<file path="src/design/wbhc_pkg.sv">
`default_nettype none

package wbhc_pkg;

  // Fixed field widths and configuration port geometry.
  localparam int THR_W  = 40;
  localparam int CNT_W  = 8;
  localparam int STAT_W = 32;
  localparam int ADDR_W = 5;
  localparam int DATA_W = 64;

  // Default sector size and the fixed scale factors of the datapath.
  localparam int SECTOR_BYTES_DEF = 4096;
  localparam int MS_PER_S         = 1000;
  localparam int UTIL_SCALE       = 100;

  // Reset values of the configuration registers.
  localparam logic [THR_W-1:0] THRESHOLD_RST    = 40'd52428800;
  localparam logic [CNT_W-1:0] ENABLE_RST       = 8'd3;
  localparam logic [CNT_W-1:0] DISABLE_RST      = 8'd5;
  localparam logic [CNT_W-1:0] EXPL_DISABLE_RST = 8'd60;

  // Register indexes on the configuration port.
  localparam logic [1:0] REG_THRESHOLD    = 2'd0;
  localparam logic [1:0] REG_ENABLE       = 2'd1;
  localparam logic [1:0] REG_DISABLE      = 2'd2;
  localparam logic [1:0] REG_EXPL_DISABLE = 2'd3;

  // Command codes of an input word.
  localparam logic [1:0] CMD_UPDATE = 2'd0;
  localparam logic [1:0] CMD_ENABLE = 2'd1;
  localparam logic [1:0] CMD_RESET  = 2'd2;

  // Event codes of a result word.
  localparam logic [1:0] EV_NONE   = 2'd0;
  localparam logic [1:0] EV_ON     = 2'd1;
  localparam logic [1:0] EV_REMAIN = 2'd2;
  localparam logic [1:0] EV_OFF    = 2'd3;

  // Configuration register contents as seen by the controller.
  typedef struct packed {
    logic [THR_W-1:0] bw_threshold;
    logic [CNT_W-1:0] enable_periods;
    logic [CNT_W-1:0] disable_periods;
    logic [CNT_W-1:0] explicit_disable_periods;
  } cfg_regs_t;

  // Sequencer states.
  typedef enum logic [2:0] {
    ST_IDLE,
    ST_EXEC,
    ST_BW_WAIT,
    ST_DECIDE,
    ST_UTIL_LOAD,
    ST_UTIL_WAIT,
    ST_UTIL_FIN,
    ST_DONE
  } state_t;

endpackage

`default_nettype wire

</file>
<file path="src/design/write_boost_hysteresis_control_unit.sv">
// Write-boost hysteresis controller. Each input word is a command: an update carries the
// sectors written and the period length in ms, and the block decides whether the write
// booster goes on or off, with separate off-hysteresis counts for automatic and explicit mode;
// every word gives exactly one result word. The bandwidth test and the utilization figure
// both run through one restoring divider that retires one quotient bit per cycle; DIV_W is
// 54 at the default 4096-byte sector. An update starts the bandwidth division, waits for
// it, takes its decision, and on a switch-off runs the utilization division as well before
// its result is loaded; enable, reset and unused commands go straight to their result.
// The input is stalled while a word is in work and is free again in the cycle after its
// result is loaded, so a new word is taken only once the last one is through. A finished
// result waits in the output register and does not hold off the next input word, though
// the result of that next word waits until the output register has been emptied.
`default_nettype none

module write_boost_hysteresis_control_unit #(
  parameter int SECTOR_BYTES = wbhc_pkg::SECTOR_BYTES_DEF
) (
  input  wire logic                          clk,
  input  wire logic                          rst_n,
  // Input channel.
  input  wire logic                          in_valid,
  output logic                               in_stall,
  input  wire logic [1:0]                    in_cmd,
  input  wire logic [31:0]                   in_written_sectors,
  input  wire logic [31:0]                   in_elapsed_ms,
  // Result channel.
  output logic                               out_valid,
  input  wire logic                          out_stall,
  output logic                               out_booster_on,
  output logic                               out_explicit_mode,
  output logic [1:0]                         out_event_res,
  output logic [31:0]                        out_on_period_count,
  output logic [31:0]                        out_utilization_percent,
  // Configuration port.
  input  wire logic                          psel,
  input  wire logic                          penable,
  input  wire logic                          pwrite,
  input  wire logic [wbhc_pkg::ADDR_W-1:0]   paddr,
  input  wire logic [wbhc_pkg::DATA_W-1:0]   pwdata,
  output logic [wbhc_pkg::DATA_W-1:0]        prdata,
  output logic                               pready
);

  // Bandwidth numerator is sectors * SECTOR_BYTES * 1000; the divider is wide enough for it
  // and for the threshold compare.
  localparam int MUL_K = SECTOR_BYTES * wbhc_pkg::MS_PER_S;
  localparam int K_W   = $clog2(MUL_K + 1);
  localparam int BW_W  = 32 + K_W;
  localparam int DIV_W = (BW_W > wbhc_pkg::THR_W) ? BW_W : wbhc_pkg::THR_W;

  wbhc_pkg::cfg_regs_t cfg;
  wbhc_pkg::state_t    state_r, state_nxt;

  logic [1:0]       cmd_r, cmd_nxt;
  logic [31:0]      sec_r, sec_nxt;
  logic [31:0]      ms_r, ms_nxt;
  logic [7:0]       over_r, over_nxt;
  logic [7:0]       under_r, under_nxt;
  logic             expl_r, expl_nxt;
  logic             dec_r, dec_nxt;
  logic [31:0]      on_r, on_nxt;
  logic [31:0]      high_r, high_nxt;
  logic [1:0]       ev_r, ev_nxt;
  logic             rep_r, rep_nxt;
  logic             rep_expl_r, rep_expl_nxt;
  logic [31:0]      rep_count_r, rep_count_nxt;
  logic [31:0]      rep_util_r, rep_util_nxt;
  logic             out_valid_r, out_valid_nxt;
  logic             out_on_r, out_on_nxt;
  logic             out_expl_r, out_expl_nxt;
  logic [1:0]       out_ev_r, out_ev_nxt;
  logic [31:0]      out_count_r, out_count_nxt;
  logic [31:0]      out_util_r, out_util_nxt;

  logic             in_accept;
  logic             out_free;
  logic             div_start;
  logic             div_busy;
  logic [DIV_W-1:0] div_dividend;
  logic [31:0]      div_divisor;
  logic [DIV_W-1:0] div_quot;
  logic [DIV_W-1:0] bw_prod;
  logic [DIV_W-1:0] util_prod;
  logic [31:0]      util_sat;

  logic             intensive;
  logic [7:0]       over_upd;
  logic [7:0]       under_upd;
  logic [31:0]      on_upd;
  logic [31:0]      high_upd;
  logic [1:0]       ev_upd;
  logic             target;

  function automatic logic [7:0] sat_inc8(input logic [7:0] v);
    sat_inc8 = (v == 8'hFF) ? v : v + 8'd1;
  endfunction

  function automatic logic [31:0] sat_inc32(input logic [31:0] v);
    sat_inc32 = (v == 32'hFFFF_FFFF) ? v : v + 32'd1;
  endfunction

  wbhc_cfg u_cfg (
    .clk     (clk),
    .rst_n   (rst_n),
    .psel    (psel),
    .penable (penable),
    .pwrite  (pwrite),
    .paddr   (paddr),
    .pwdata  (pwdata),
    .prdata  (prdata),
    .pready  (pready),
    .cfg     (cfg)
  );

  wbhc_div #(.DIV_W(DIV_W)) u_div (
    .clk      (clk),
    .rst_n    (rst_n),
    .start    (div_start),
    .dividend (div_dividend),
    .divisor  (div_divisor),
    .busy     (div_busy),
    .quotient (div_quot)
  );

  assign in_accept = in_valid && !in_stall;
  assign in_stall  = (state_r != wbhc_pkg::ST_IDLE);
  assign out_free  = !out_valid_r || !out_stall;

  // Divider operands: bandwidth first, then utilization on a switch-off.
  assign bw_prod      = DIV_W'(sec_r) * DIV_W'(MUL_K);
  assign util_prod    = DIV_W'(high_r) * DIV_W'(wbhc_pkg::UTIL_SCALE);
  assign div_dividend = (state_r == wbhc_pkg::ST_UTIL_LOAD) ? util_prod : bw_prod;
  assign div_divisor  = (state_r == wbhc_pkg::ST_UTIL_LOAD) ? on_r :
                        ((ms_r == 32'd0) ? 32'd1 : ms_r);
  assign util_sat     = (div_quot[DIV_W-1:32] != '0) ? 32'hFFFF_FFFF : div_quot[31:0];

  // Hysteresis decision for one update period.
  always_comb begin
    intensive = (div_quot >= DIV_W'(cfg.bw_threshold));
    on_upd    = dec_r ? sat_inc32(on_r) : on_r;
    if (intensive) begin
      over_upd  = sat_inc8(over_r);
      under_upd = 8'd0;
      high_upd  = sat_inc32(high_r);
      ev_upd    = wbhc_pkg::EV_NONE;
    end else begin
      over_upd  = 8'd0;
      under_upd = sat_inc8(under_r);
      high_upd  = high_r;
      ev_upd    = (over_r != 8'd0 && !dec_r && !expl_r) ? wbhc_pkg::EV_REMAIN
                                                        : wbhc_pkg::EV_NONE;
    end
    target = dec_r;
    if (over_upd >= cfg.enable_periods) begin
      target = 1'b1;
    end
    if (!expl_r && under_upd >= cfg.disable_periods) begin
      target = 1'b0;
    end
    if (expl_r && under_upd >= cfg.explicit_disable_periods) begin
      target = 1'b0;
    end
  end

  // Next state.
  always_comb begin
    state_nxt = state_r;
    unique case (state_r)
      wbhc_pkg::ST_IDLE:
        if (in_accept) begin
          state_nxt = wbhc_pkg::ST_EXEC;
        end
      wbhc_pkg::ST_EXEC:
        state_nxt = (cmd_r == wbhc_pkg::CMD_UPDATE) ? wbhc_pkg::ST_BW_WAIT
                                                    : wbhc_pkg::ST_DONE;
      wbhc_pkg::ST_BW_WAIT:
        if (!div_busy) begin
          state_nxt = wbhc_pkg::ST_DECIDE;
        end
      wbhc_pkg::ST_DECIDE:
        state_nxt = (dec_r && !target) ? wbhc_pkg::ST_UTIL_LOAD : wbhc_pkg::ST_DONE;
      wbhc_pkg::ST_UTIL_LOAD:
        state_nxt = wbhc_pkg::ST_UTIL_WAIT;
      wbhc_pkg::ST_UTIL_WAIT:
        if (!div_busy) begin
          state_nxt = wbhc_pkg::ST_UTIL_FIN;
        end
      wbhc_pkg::ST_UTIL_FIN:
        state_nxt = wbhc_pkg::ST_DONE;
      wbhc_pkg::ST_DONE:
        if (out_free) begin
          state_nxt = wbhc_pkg::ST_IDLE;
        end
      default:
        state_nxt = wbhc_pkg::ST_IDLE;
    endcase
  end

  // Datapath and outputs per state.
  always_comb begin
    cmd_nxt       = cmd_r;
    sec_nxt       = sec_r;
    ms_nxt        = ms_r;
    over_nxt      = over_r;
    under_nxt     = under_r;
    expl_nxt      = expl_r;
    dec_nxt       = dec_r;
    on_nxt        = on_r;
    high_nxt      = high_r;
    ev_nxt        = ev_r;
    rep_nxt       = rep_r;
    rep_expl_nxt  = rep_expl_r;
    rep_count_nxt = rep_count_r;
    rep_util_nxt  = rep_util_r;
    out_on_nxt    = out_on_r;
    out_expl_nxt  = out_expl_r;
    out_ev_nxt    = out_ev_r;
    out_count_nxt = out_count_r;
    out_util_nxt  = out_util_r;
    out_valid_nxt = out_valid_r && out_stall;
    div_start     = 1'b0;
    unique case (state_r)
      wbhc_pkg::ST_IDLE:
        if (in_accept) begin
          cmd_nxt = in_cmd;
          sec_nxt = in_written_sectors;
          ms_nxt  = in_elapsed_ms;
        end
      wbhc_pkg::ST_EXEC: begin
        ev_nxt        = wbhc_pkg::EV_NONE;
        rep_nxt       = 1'b0;
        rep_expl_nxt  = 1'b0;
        rep_count_nxt = 32'd0;
        rep_util_nxt  = 32'd0;
        unique case (cmd_r)
          wbhc_pkg::CMD_ENABLE: begin
            expl_nxt  = 1'b1;
            dec_nxt   = 1'b1;
            over_nxt  = 8'd0;
            under_nxt = 8'd0;
          end
          wbhc_pkg::CMD_RESET: begin
            expl_nxt  = 1'b0;
            dec_nxt   = 1'b0;
            over_nxt  = 8'd0;
            under_nxt = 8'd0;
          end
          wbhc_pkg::CMD_UPDATE:
            div_start = 1'b1;
          default: ;
        endcase
      end
      wbhc_pkg::ST_BW_WAIT: ;
      wbhc_pkg::ST_DECIDE: begin
        over_nxt  = over_upd;
        under_nxt = under_upd;
        on_nxt    = on_upd;
        high_nxt  = high_upd;
        ev_nxt    = ev_upd;
        if (target != dec_r) begin
          dec_nxt = target;
          if (!target) begin
            // Switch-off: the on-period count is at least one here.
            ev_nxt        = wbhc_pkg::EV_OFF;
            rep_nxt       = 1'b1;
            rep_count_nxt = on_upd;
            rep_expl_nxt  = expl_r;
            expl_nxt      = 1'b0;
          end else begin
            ev_nxt = wbhc_pkg::EV_ON;
          end
        end
      end
      wbhc_pkg::ST_UTIL_LOAD:
        div_start = 1'b1;
      wbhc_pkg::ST_UTIL_WAIT: ;
      wbhc_pkg::ST_UTIL_FIN: begin
        rep_util_nxt = util_sat;
        on_nxt       = 32'd0;
        high_nxt     = 32'd0;
      end
      wbhc_pkg::ST_DONE:
        if (out_free) begin
          out_valid_nxt = 1'b1;
          out_on_nxt    = dec_r;
          out_expl_nxt  = rep_r ? rep_expl_r : expl_r;
          out_ev_nxt    = ev_r;
          out_count_nxt = rep_count_r;
          out_util_nxt  = rep_util_r;
        end
      default: ;
    endcase
  end

  // Control and decision state.
  always_ff @(posedge clk) begin
    if (!rst_n) begin
      state_r     <= wbhc_pkg::ST_IDLE;
      over_r      <= 8'd0;
      under_r     <= 8'd0;
      expl_r      <= 1'b0;
      dec_r       <= 1'b0;
      on_r        <= 32'd0;
      high_r      <= 32'd0;
      out_valid_r <= 1'b0;
    end else begin
      state_r     <= state_nxt;
      over_r      <= over_nxt;
      under_r     <= under_nxt;
      expl_r      <= expl_nxt;
      dec_r       <= dec_nxt;
      on_r        <= on_nxt;
      high_r      <= high_nxt;
      out_valid_r <= out_valid_nxt;
    end
  end

  // Payload registers.
  always_ff @(posedge clk) begin
    cmd_r       <= cmd_nxt;
    sec_r       <= sec_nxt;
    ms_r        <= ms_nxt;
    ev_r        <= ev_nxt;
    rep_r       <= rep_nxt;
    rep_expl_r  <= rep_expl_nxt;
    rep_count_r <= rep_count_nxt;
    rep_util_r  <= rep_util_nxt;
    out_on_r    <= out_on_nxt;
    out_expl_r  <= out_expl_nxt;
    out_ev_r    <= out_ev_nxt;
    out_count_r <= out_count_nxt;
    out_util_r  <= out_util_nxt;
  end

  assign out_valid               = out_valid_r;
  assign out_booster_on          = out_on_r;
  assign out_explicit_mode       = out_expl_r;
  assign out_event_res           = out_ev_r;
  assign out_on_period_count     = out_count_r;
  assign out_utilization_percent = out_util_r;

endmodule

`default_nettype wire

</file>
<file path="src/design/wbhc_div.sv">
`default_nettype none

// Restoring divider that produces one quotient bit per cycle.
module wbhc_div #(
  parameter int DIV_W = 54
) (
  input  wire logic             clk,
  input  wire logic             rst_n,
  input  wire logic             start,
  input  wire logic [DIV_W-1:0] dividend,
  input  wire logic [31:0]      divisor,
  output logic                  busy,
  output logic [DIV_W-1:0]      quotient
);

  localparam int STEP_W = $clog2(DIV_W + 1);

  logic [STEP_W-1:0] cnt_r, cnt_nxt;
  logic [DIV_W-1:0]  quo_r, quo_nxt;
  logic [31:0]       rem_r, rem_nxt;
  logic [31:0]       dsr_r, dsr_nxt;
  logic [32:0]       rem_sh;
  logic [32:0]       diff;
  logic              ge;

  // One trial subtraction of the shifted remainder.
  assign rem_sh = {rem_r, quo_r[DIV_W-1]};
  assign diff   = rem_sh - {1'b0, dsr_r};
  assign ge     = (rem_sh >= {1'b0, dsr_r});

  always_comb begin
    cnt_nxt = cnt_r;
    quo_nxt = quo_r;
    rem_nxt = rem_r;
    dsr_nxt = dsr_r;
    if (start) begin
      cnt_nxt = STEP_W'(DIV_W);
      quo_nxt = dividend;
      rem_nxt = '0;
      dsr_nxt = divisor;
    end else if (cnt_r != '0) begin
      cnt_nxt = cnt_r - STEP_W'(1);
      quo_nxt = {quo_r[DIV_W-2:0], ge};
      rem_nxt = ge ? diff[31:0] : rem_sh[31:0];
    end
  end

  always_ff @(posedge clk) begin
    if (!rst_n) begin
      cnt_r <= '0;
    end else begin
      cnt_r <= cnt_nxt;
    end
  end

  always_ff @(posedge clk) begin
    quo_r <= quo_nxt;
    rem_r <= rem_nxt;
    dsr_r <= dsr_nxt;
  end

  assign busy     = (cnt_r != '0);
  assign quotient = quo_r;

endmodule

`default_nettype wire

</file>
<file path="src/design/wbhc_cfg.sv">
`default_nettype none

// Configuration registers behind the APB-style port.
module wbhc_cfg (
  input  wire logic                          clk,
  input  wire logic                          rst_n,
  input  wire logic                          psel,
  input  wire logic                          penable,
  input  wire logic                          pwrite,
  input  wire logic [wbhc_pkg::ADDR_W-1:0]   paddr,
  input  wire logic [wbhc_pkg::DATA_W-1:0]   pwdata,
  output logic [wbhc_pkg::DATA_W-1:0]        prdata,
  output logic                               pready,
  output wbhc_pkg::cfg_regs_t                cfg
);

  logic [wbhc_pkg::THR_W-1:0] thr_r, thr_nxt;
  logic [wbhc_pkg::CNT_W-1:0] en_r, en_nxt;
  logic [wbhc_pkg::CNT_W-1:0] dis_r, dis_nxt;
  logic [wbhc_pkg::CNT_W-1:0] xdis_r, xdis_nxt;
  logic [1:0]                 idx;
  logic                       wr_en;

  // Registers sit on 8-byte boundaries.
  assign idx   = paddr[4:3];
  assign wr_en = psel && penable && pwrite;

  // Write decode.
  always_comb begin
    thr_nxt  = thr_r;
    en_nxt   = en_r;
    dis_nxt  = dis_r;
    xdis_nxt = xdis_r;
    if (wr_en) begin
      unique case (idx)
        wbhc_pkg::REG_THRESHOLD:    thr_nxt  = pwdata[wbhc_pkg::THR_W-1:0];
        wbhc_pkg::REG_ENABLE:       en_nxt   = pwdata[wbhc_pkg::CNT_W-1:0];
        wbhc_pkg::REG_DISABLE:      dis_nxt  = pwdata[wbhc_pkg::CNT_W-1:0];
        wbhc_pkg::REG_EXPL_DISABLE: xdis_nxt = pwdata[wbhc_pkg::CNT_W-1:0];
        default: ;
      endcase
    end
  end

  always_ff @(posedge clk) begin
    if (!rst_n) begin
      thr_r  <= wbhc_pkg::THRESHOLD_RST;
      en_r   <= wbhc_pkg::ENABLE_RST;
      dis_r  <= wbhc_pkg::DISABLE_RST;
      xdis_r <= wbhc_pkg::EXPL_DISABLE_RST;
    end else begin
      thr_r  <= thr_nxt;
      en_r   <= en_nxt;
      dis_r  <= dis_nxt;
      xdis_r <= xdis_nxt;
    end
  end

  // Read decode.
  always_comb begin
    unique case (idx)
      wbhc_pkg::REG_THRESHOLD:    prdata = wbhc_pkg::DATA_W'(thr_r);
      wbhc_pkg::REG_ENABLE:       prdata = wbhc_pkg::DATA_W'(en_r);
      wbhc_pkg::REG_DISABLE:      prdata = wbhc_pkg::DATA_W'(dis_r);
      wbhc_pkg::REG_EXPL_DISABLE: prdata = wbhc_pkg::DATA_W'(xdis_r);
      default:                    prdata = '0;
    endcase
  end

  assign pready = 1'b1;

  assign cfg.bw_threshold             = thr_r;
  assign cfg.enable_periods           = en_r;
  assign cfg.disable_periods          = dis_r;
  assign cfg.explicit_disable_periods = xdis_r;

endmodule

`default_nettype wire

</file>
<file path="config.mk">
export PLATFORM = sky130hd
export DESIGN_NAME = write_boost_hysteresis_control_unit
export DESIGN_NICKNAME = d
export VERILOG_FILES = /design/src/design/wbhc_pkg.sv /design/src/design/write_boost_hysteresis_control_unit.sv /design/src/design/wbhc_div.sv /design/src/design/wbhc_cfg.sv
export SDC_FILE = /design/constraint.sdc
export NUM_CORES = 1
export LEC_CHECK = 0
export BUFFER_PORTS_ARGS = -buffer_cell sky130_fd_sc_hd__buf_2
export CORE_ASPECT_RATIO = 0.7
export CORE_MARGIN = 3
export CORE_UTILIZATION = 40
export CTS_BUF_LIST = sky130_fd_sc_hd__clkbuf_2
export DETAILED_ROUTE_END_ITERATION = 6
export SYNTH_ARGS = -nofsm -noshare
export SYNTH_HDL_FRONTEND = slang
export SYNTH_HIERARCHICAL = 1
export SYNTH_SLANG_ARGS = --single-unit
</file>
<file path="constraint.sdc">
create_clock -name clk -period 17.45 [get_ports clk]
set_input_delay 5.235 -clock clk [delete_from_list [all_inputs] [get_ports clk]]
set_output_delay 5.235 -clock clk [all_outputs]
set_load 0.03 [all_outputs]
</file>
Word level (Yosys, flattened, before mapping)
Cells that the tools add are included.

word-level totals
  register bits = 476
  bits in latches = 0
  bits in writable memories = 0
  memory bits (read-only) = 0
  bits of input ports = 142
  output and inout bits = 135
  word-level logic and storage cells = 172
  memories kept = 0

operators by class
  $add $sub $neg = 6
  multipliers = 2
  divide/modulo/power cells = 0
  $lt $le $gt $ge = 5
  equality and inequality tests = 27
  shift operators = 0
  multiplexer cells = 59
  bitwise gates (word level) = 1
  reduce and logical (&&, ||, !) cells = 42

operators with widths
  cell                     number
  $mux W32                 10
  $pmux W32 S2             4
  $pmux W64 S4             1
  $mux W54                 3
  $add A32 B1 Y32 const B  2
  $eq A32 B32 Y1 const B   2
  $ge A54 B40 Y1           1
  $mux W8                  5
  $mul A32 B7 Y39 const B  1
  $mul A32 B5 Y37 const B  1
  $ge A33 B32 Y1           1
  $logic_not A32 Y1        1
  $pmux W8 S2              2
  $sub A32 B32 Y32         1
  $ge A8 B8 Y1             3
  $pmux W3 S8              1
  $reduce_bool A22 Y1      1
  $ne A2 B2 Y1 const B     9
  $add A8 B1 Y8 const B    2
  $eq A8 B8 Y1 const B     2
  $mux W3                  5
  $mux W1                  14
  $reduce_and A2 Y1        7
  $eq A3 B3 Y1 const B     4
  other kinds (24)         59

Longest topological paths before layout
Gate-level depths: netlist of the first run.

  depth in word-level cells = 11
  mapped depth = 24
  gate-level depth less buffers = 22

Modules after synthesis
Netlist of the first run, hierarchy kept.

modules (own cells, without submodules)
  module                               times used  cells an instance  area an instance (um^2)
  write_boost_hysteresis_control_unit  1           2251               22122.5
  wbhc_div                             1           611                6653.9
  wbhc_cfg                             1           336                3191.8

Worst setup path before layout of the first run
No wires, ideal clock.

  path type = input-to-output
  start point = in paddr[4] (netlist name)
  end point = out prdata[21] (netlist name)
  arrival = 6278 ps
  path slack = 5937 ps
  cell stages on the path = 3
  path buffers = 2
  cell sequence = buf_2 > buf_2 > nor3_1

between the ends
  cells in the longest elaborated chain, start to end = 2
  elaborated cells between the ends (all ways) = 5
  those cells by class = eq/ne: 3; mux: 1; reduce/logical: 1

ends and longest elaborated chain
  what                                  RTL line                                   RTL
  start: declaration                    write_boost_hysteresis_control_unit.sv:38  input wire logic [wbhc_pkg::ADDR_W-1:0] paddr,
  $eq A2 B2 Y1 (tied with other cells)  wbhc_cfg.sv:61                             unique case (idx)
  $pmux W64 S4 (*)                      wbhc_cfg.sv:61
  end: declaration                      write_boost_hysteresis_control_unit.sv:40  output logic [wbhc_pkg::DATA_W-1:0] prdata,

Every way passes the cells marked *; elsewhere a longest branch is shown, timed or not. The select of a mux whose other input is x is not followed.

Final worst setup path of the first run
  start point = in paddr[3] (netlist name)
  end point = out prdata[27] (netlist name)

Same word-level chain as after synthesis.

==> results of run 1 <==
## power breakdown
| part | switching [W] | total (W) | internal [W] |
|---|---|---|---|
| sequential | 0.000169 | 0.00165 | 0.00148 |
| clock | 0.000496 | 0.000776 | 0.000280 |
| combinational | 0.00229 | 0.00392 | 0.00163 |
| total | 0.00295 | 0.00635 | 0.00339 |
## worst paths after layout
| kind | endpoint | startpoint | slack (ns) | cells past startpoint |
|---|---|---|---|---|
| worst max register to register | rep_count_r[23] | u_div/quotient[19] | 10.42 | 20 |
| worst min-delay path | out_utilization_percent[13] | rep_util_r[13] | 0.42 | 0 |
| worst max-delay path | prdata[27] | paddr[3] | 5.33 | 4 |
| worst min register to register | out_utilization_percent[13] | rep_util_r[13] | 0.42 | 0 |
## flip-flops by register name, summed over array words and instances (netlist names), 32 cells and up
| register | cells |
|---|---|
| out_utilization_percent | 32 |
| out_on_period_count | 32 |
| rep_count_r | 32 |
| ms_r | 32 |
| sec_r | 32 |
| high_r | 32 |
| u_cfg/thr_r | 40 |
| u_div/dsr_r | 32 |
| rep_util_r | 32 |
| on_r | 32 |
| u_div/quotient | 54 |
| u_div/rem_r | 32 |
## synth_stat cells (14+ instances only)
cell type | n | area share
a211oi_1 | 26 | 0.0061
a21o_1 | 70 | 0.016
a21oi_1 | 165 | 0.026
a31oi_1 | 14 | 0.0027
and2_1 | 40 | 0.0078
and3_1 | 47 | 0.0092
buf_2 | 21 | 0.0033
buf_4 | 30 | 0.0070
clkbuf_1 | 72 | 0.0085
dfxtp_1 | 188 | 0.12
edfxtp_1 | 288 | 0.27
fa_1 | 146 | 0.091
ha_1 | 290 | 0.11
inv_1 | 291 | 0.034
mux2_2 | 57 | 0.020
mux2i_1 | 67 | 0.021
nand2_1 | 369 | 0.043
nand2b_1 | 15 | 0.0029
nand3_1 | 56 | 0.0088
nand4_1 | 33 | 0.0065
nor2_1 | 267 | 0.031
nor2b_1 | 15 | 0.0029
nor3_1 | 55 | 0.0086
nor4_1 | 20 | 0.0039
o211ai_1 | 22 | 0.0052
o21a_1 | 24 | 0.0056
o21ai_0 | 141 | 0.022
o21ai_1 | 17 | 0.0027
o31ai_1 | 16 | 0.0038
xnor2_1 | 69 | 0.019
xor2_1 | 54 | 0.015
## through the flow
stage	area [um^2]	power [W]
global route	35120	0.006961
detailed placement	34020	0.005529
CTS	35120	0.006347
floorplan	32060	0.004573
finish	35130	0.006345
global placement	34020	0.005508
## cell type report
cell class                      count  share of cell area
Antenna cell                        3           0.0002137
Clock buffer                      178             0.02536
Clock inverter                     47            0.006055
Inverter                          294             0.03142
Multi-Input combinational cell   2314              0.5087
Sequential cell                   476              0.3533
Tap cell                         1056             0.03761
Timing Repair Buffer              249             0.03733
## per-layer routing
metal,wire length (um),GRT usage,up-vias,part of all wire
met2,33290,0.2695,824,0.38
li1,-,-,11780,-
met4,1512,0.04639,0,0.017
met1,45440,0.3402,11660,0.52
met3,7541,0.04829,111,0.086
met5,0,0,-,0
## logic make-up (layout without fill, tap and decap cells)
| group | after synthesis | after routing | share of synthesized area |
|---|---|---|---|
| other cells | 3 | 30 | 0.0003522 |
| buf+inv | 432 | 768 | 0.05816 |
| mux | 132 | 132 | 0.04669 |
| xor+xnor | 123 | 123 | 0.03370 |
| compound gates | 606 | 606 | 0.1231 |
| simple gates | 990 | 990 | 0.1449 |
| fa+ha+maj | 436 | 436 | 0.2049 |
| flops | 476 | 476 | 0.3883 |
==> qor.tcl, run 1 <==
set qor(synthesis.area_um2) 31970
set qor(drtAntennaViolNets) 0
set qor(run_status) {finished, final reports clean}
set qor(post_drt_via_cell_ratio) 5.279
set qor(multi_input_area_um2) 17870
set qor(timing_hold_violations_final) 0
set qor(synth.ff_latch_count) 476
set qor(ir_drop_uv) 171.3
set qor(setup-violations-final) 0
set qor(layout.core_utilization) 0.4448
set qor(required_time_of_the_critical_path_ns) 12.21
set qor(rsz0062_at_grt) {false}
set qor(ys_seq_area_frac) 0.3883
set qor(sequential_cell_area_um2) 12410
set qor(timing.critical_path.from_type) {primary input}
set qor(slew_headroom) 0.2003
set qor(drt_pre_antenna_iters) 6
set qor(worst-setup-path-type) {in2out}
set qor(grt_max_degree) 88
set qor(synth-edff-count) 288
set qor(power.static_leakage_nw) 15.13
set qor(critPathArrivalTime_ns) 6.89
set qor(die_width_um) 343.9
set qor(detail_route.wl_per_cell_um) 19.01
set qor(vias_after_detailed_routing) 24370
set qor(max-cap-violations) 0
set qor(post_cts_resize_count) 0
set qor(hold_buffers) 0
set qor(max-clock-path-buffers) 3
set qor(finalCritPeriodShare) 0.6947
set qor(p_per_area_nw_per_um2) 180.6
set qor(detailedPlacementHpwl_um) 67040
set qor(synth_cells) 3198
set qor(chipHeight_um) 242.5
set qor(synth-warning-count) 6
set qor(layout_common_cells) {nand2_1 (367), inv_1 (290), ha_1 (290)}
set qor(cp_slowest_stage_delay_ns) 0.88
set qor(die_area_um2) 83400
set qor(crit_chain) {buf_2 -> nor2_2 -> and2_1 -> buf_2}
set qor(place_ws_ns) 5.268
set qor(clock_transition_at_the_registers_of_the_reported_paths_ns) 0.10
set qor(place_congestion) 0.8922
set qor(achievable-frequency_mhz) 82.49
set qor(drc_violations_left) 0
set qor(stdcell_count) 4617
set qor(post-cts-setup-buffers) 0
set qor(layout_cell_share_with_drive_strength_beyond_1) 0.1591
set qor(clkLatencyLatePin_ns) 1.22
set qor(grt_antenna_before_repair) 5
set qor(yosys_most_used_dff) {edfxtp_1}
set qor(n_fill_cell) 7715
set qor(mean_instance_size_in_the_synthesized_netlist_um2) 9.996
set qor(wirelength_um) 87790
set qor(cts.sink_count) 476
set qor(numPlacedInstances) 4389
set qor(global_route_usage_sum) 0.2079
set qor(timing.setup.tns_ns) 0
set qor(std_cell_rows) 86
set qor(final_nets) 4033
set qor(grt_first_pass_wirelength_um) 135400
set qor(timing.critical_path.mode_cell) {buf_2}
set qor(fin_skew_ns) 0.1037
set qor(via_count_of_the_first_global_routing_pass) 23170
set qor(crit_path_max_fanout) 29
set qor(layout_min_cycle_time_ns) 12.12
set qor(synth.lib_cells_used.distinct) 101
set qor(finalHoldWorstSlack_ns) 0.4194
set qor(critical_path.endpoint_type) {output port}
set qor(global_route.overflow_total) 0
set qor(hp_class) {reg2reg}
set qor(cp_num_buf_inv) 2
set qor(cts_buffers) 120
set qor(cts_tree) {done}
set qor(root_buffer) {clkbuf_2}
set qor(slew_violations) 0
set qor(layout_setup_ws_ns) 5.328
set qor(ys_async_sr_fraction) 0
set qor(tightest_slew_ns) 1.196
set qor(core_area_um2) 78980
set qor(area_delta_synth_final_pct) 9.882
set qor(initial_utilization) 0.4048
set qor(io_buffer_count) 224
set qor(drt_iter0_markers) 2281
set qor(path_delay_family) {simple AND/OR/NAND/NOR gates}
set qor(h-tree-depth) 3
set qor(num_io_pins) 277
set qor(final_common_cell) {nand2_1}
set qor(crit_slowest_cell) {nor2_2}
(Power assumes the default switching activity.)
==> run 2: changes to the inputs <==
Clock period 17.45 ns to 11.1 ns, I/O delays scaled along.
==> run 2 against run 1 <==
- critical path depth unchanged
- die area unchanged
- non-clock buffer count down 2
- final cell count about the same
- count of clock-buffer cells in the layout up 7
- core utilization about the same
==> qor.tcl, run 2 (same netlist as run 1, synthesis figures left out) <==
set qor(setup-violations-final) 0 ;# unchanged
set qor(critical_path.reg2reg.endpoint) {rep_count_r[31]} ;# was rep_count_r[23]
set qor(cp_slowest_stage_delay_ns) 0.85 ;# was 0.88 ns
set qor(power.sequential.fraction) 0.260 ;# about the same
set qor(post-cts-setup-buffers) 0 ;# unchanged
set qor(drtAntennaViolNets) 0 ;# unchanged
set qor(grt_first_pass_wirelength_um) 133000 ;# was 135400 um
set qor(power.static_leakage_nw) 15.14 ;# was 15.13 nW
set qor(area_delta_synth_final_pct) 9.930 ;# was 9.882%
set qor(crit_chain) {buf_2 -> nor2_2 -> and2_1 -> buf_2} ;# unchanged
set qor(critPathArrivalTime_ns) 4.93 ;# was 6.89 ns
set qor(slew_headroom) 0.2228 ;# was 0.2003
set qor(layout_cell_share_with_drive_strength_beyond_1) 0.1606 ;# was 0.1591
set qor(hold_buffers) 0 ;# unchanged
set qor(switching_share) 0.4624 ;# was 0.4653
set qor(post_cts_resize_count) 0 ;# unchanged
set qor(drt_pre_antenna_iters) 5 ;# was 6
set qor(io_buffer_count) 224 ;# unchanged
set qor(path_delay_family) {simple AND/OR/NAND/NOR gates} ;# unchanged
set qor(power_share_of_the_combinational_group) 0.615 ;# was 0.617
set qor(required_time_of_the_critical_path_ns) 7.77 ;# was 12.21 ns
set qor(max-cap-violations) 0 ;# unchanged
set qor(h-tree-depth) 3 ;# unchanged
set qor(finalCritPeriodShare) 0.7438
set qor(num_io_pins) 277 ;# unchanged
set qor(global_route.overflow_total) 0 ;# unchanged
set qor(timing.critical_path.mode_cell) {buf_2} ;# unchanged
set qor(core_area_um2) 78980 ;# unchanged
set qor(numPlacedInstances) 4387 ;# was 4389
set qor(wirelength_um) 86300 ;# was 87790 um
set qor(clock_transition_at_the_registers_of_the_reported_paths_ns) 0.10 ;# about the same
set qor(power_report.internal_total_w) 0.005370 ;# was 0.003393 W
set qor(vias_after_detailed_routing) 24350 ;# was 24370
set qor(root_buffer) {clkbuf_2} ;# unchanged
set qor(clkLatencyLatePin_ns) 1.28 ;# was 1.22 ns
set qor(run_status) {finished, final reports clean} ;# unchanged
set qor(post_drt_via_cell_ratio) 5.274 ;# was 5.279
set qor(layout.core_utilization) 0.4450 ;# was 0.4448
set qor(number_of_flip_flops_under_the_largest_register_name) 54 ;# unchanged
set qor(global_route_usage_sum) 0.2045 ;# was 0.2079
set qor(grt_antenna_before_repair) 3 ;# was 5
set qor(timing.critical_path.depth) 4 ;# unchanged
set qor(die_width_um) 343.9 ;# unchanged
set qor(r2r_slack_ns) 3.86 ;# was 10.42 ns
set qor(worst-setup-path-type) {in2out} ;# unchanged
set qor(cts.sink_count) 476 ;# unchanged
set qor(share_clk_of_total_power) 0.125 ;# was 0.122
set qor(chipHeight_um) 242.5 ;# unchanged
set qor(cts_tree) {done} ;# unchanged
set qor(ir_drop_uv) 295.1 ;# was 171.3 uV
set qor(layout_min_cycle_time_ns) 8.256
set qor(crit_end) {prdata[11]} ;# was prdata[27]
set qor(die_area_um2) 83400 ;# unchanged
set qor(finalHoldWorstSlack_ns) 0.3897 ;# was 0.4194 ns
set qor(achievable-frequency_mhz) 121.1
set qor(place_ws_ns) 2.808 ;# was 5.268 ns
set qor(detailedPlacementHpwl_um) 65780 ;# was 67040 um
set qor(layout_setup_ws_ns) 2.844 ;# was 5.328 ns
set qor(cp_num_buf_inv) 2 ;# unchanged
set qor(via_count_of_the_first_global_routing_pass) 22910 ;# was 23170
set qor(layout_common_cells) {nand2_1 (367), inv_1 (290), ha_1 (290)} ;# unchanged
set qor(initial_utilization) 0.4048 ;# unchanged
set qor(worst_reg_to_reg_cells) 20 ;# unchanged
set qor(grt_max_degree) 80 ;# was 88
set qor(fin_skew_ns) 0.1202 ;# was 0.1037 ns
set qor(timing.setup.tns_ns) 0 ;# unchanged
set qor(timing.critical_path.from_type) {primary input} ;# unchanged
set qor(max-clock-path-buffers) 3 ;# unchanged
set qor(switchingPower_w) 0.004618 ;# was 0.002952 W
set qor(cts_buffers) 120 ;# unchanged
set qor(place_congestion) 0.9033 ;# was 0.8922
set qor(setup.worst_path.start) {paddr[3]} ;# unchanged
set qor(rsz0062_at_grt) {false} ;# unchanged
set qor(crit_slowest_cell) {nor2_2} ;# unchanged
set qor(timing_hold_violations_final) 0 ;# unchanged
set qor(std_cell_rows) 86 ;# unchanged
set qor(hp_class) {reg2reg} ;# unchanged
set qor(drt_iter0_markers) 2208 ;# was 2281
set qor(stdcell_count) 4616 ;# was 4617
set qor(critical_path.endpoint_type) {output port} ;# unchanged
set qor(drc_violations_left) 0 ;# unchanged
set qor(detail_route.wl_per_cell_um) 18.69 ;# was 19.01 um
set qor(tightest_slew_ns) 1.154 ;# was 1.196 ns
set qor(final_common_cell) {nand2_1} ;# unchanged
set qor(crit_path_max_fanout) 29 ;# unchanged
set qor(regToRegStartpoint) {u_cfg/thr_r[19]} ;# was u_div/quotient[19]
set qor(slew_violations) 0 ;# unchanged
set qor(p_per_area_nw_per_um2) 284.2 ;# was 180.6 nW/um^2
set qor(final_nets) 4031 ;# was 4033
## run 2: worst min-delay path by stage
stage	slack [ns]	depth (start not counted)	to	start
final	0.39	0	out_utilization_percent[24]	rep_util_r[24]
after global placement	0.40	0	out_utilization_percent[15]	rep_util_r[15]
after CTS	0.39	0	out_utilization_percent[24]	rep_util_r[24]
after detailed placement	0.40	0	out_on_period_count[18]	rep_count_r[18]
after global routing	0.37	0	out_utilization_percent[24]	rep_util_r[24]
after floorplan	0.40	0	out_event_res[0]	ev_r[0]
## run 2: power groups by stage
| stage | combinational [W] | sequential [W] | clock [W] |
|---|---|---|---|
| global route | 0.00697 | 0.00263 | 0.00139 |
| global placement | 0.00601 | 0.00263 | 0 |
| CTS | 0.00611 | 0.00259 | 0.00129 |
| finish | 0.00615 | 0.00260 | 0.00124 |
| detailed placement | 0.00606 | 0.00263 | 0 |
| floorplan | 0.00465 | 0.00254 | 0 |
## run 2: area by class of cell
cell class,count,area (um^2)
antenna,4,10.01
clock buffer,185,925.9
clock inverter,40,205.2
fill,7787,43840
inverter,294,1104
multi-input combinational,2314,17870
sequential,476,12410
tap,1056,1321
timing repair buffer,247,1296
## run 2: per-layer routing
layer | up-vias | GRT usage | wire (um)
met2 | 761 | 0.2608 | 32600
met3 | 109 | 0.05284 | 7091
met5 | - | 0 | 0
li1 | 11780 | - | -
met4 | 0 | 0.05780 | 2092
met1 | 11700 | 0.3300 | 44510
## run 2: stage by stage
stage / total power (W) / instance area, um^2
final: 0.009988 / 35140
after global placement: 0.008643 / 34000
after global routing: 0.01099 / 35140
after CTS: 0.009998 / 35130
after detailed placement: 0.008692 / 34000
after floorplan: 0.007189 / 32060
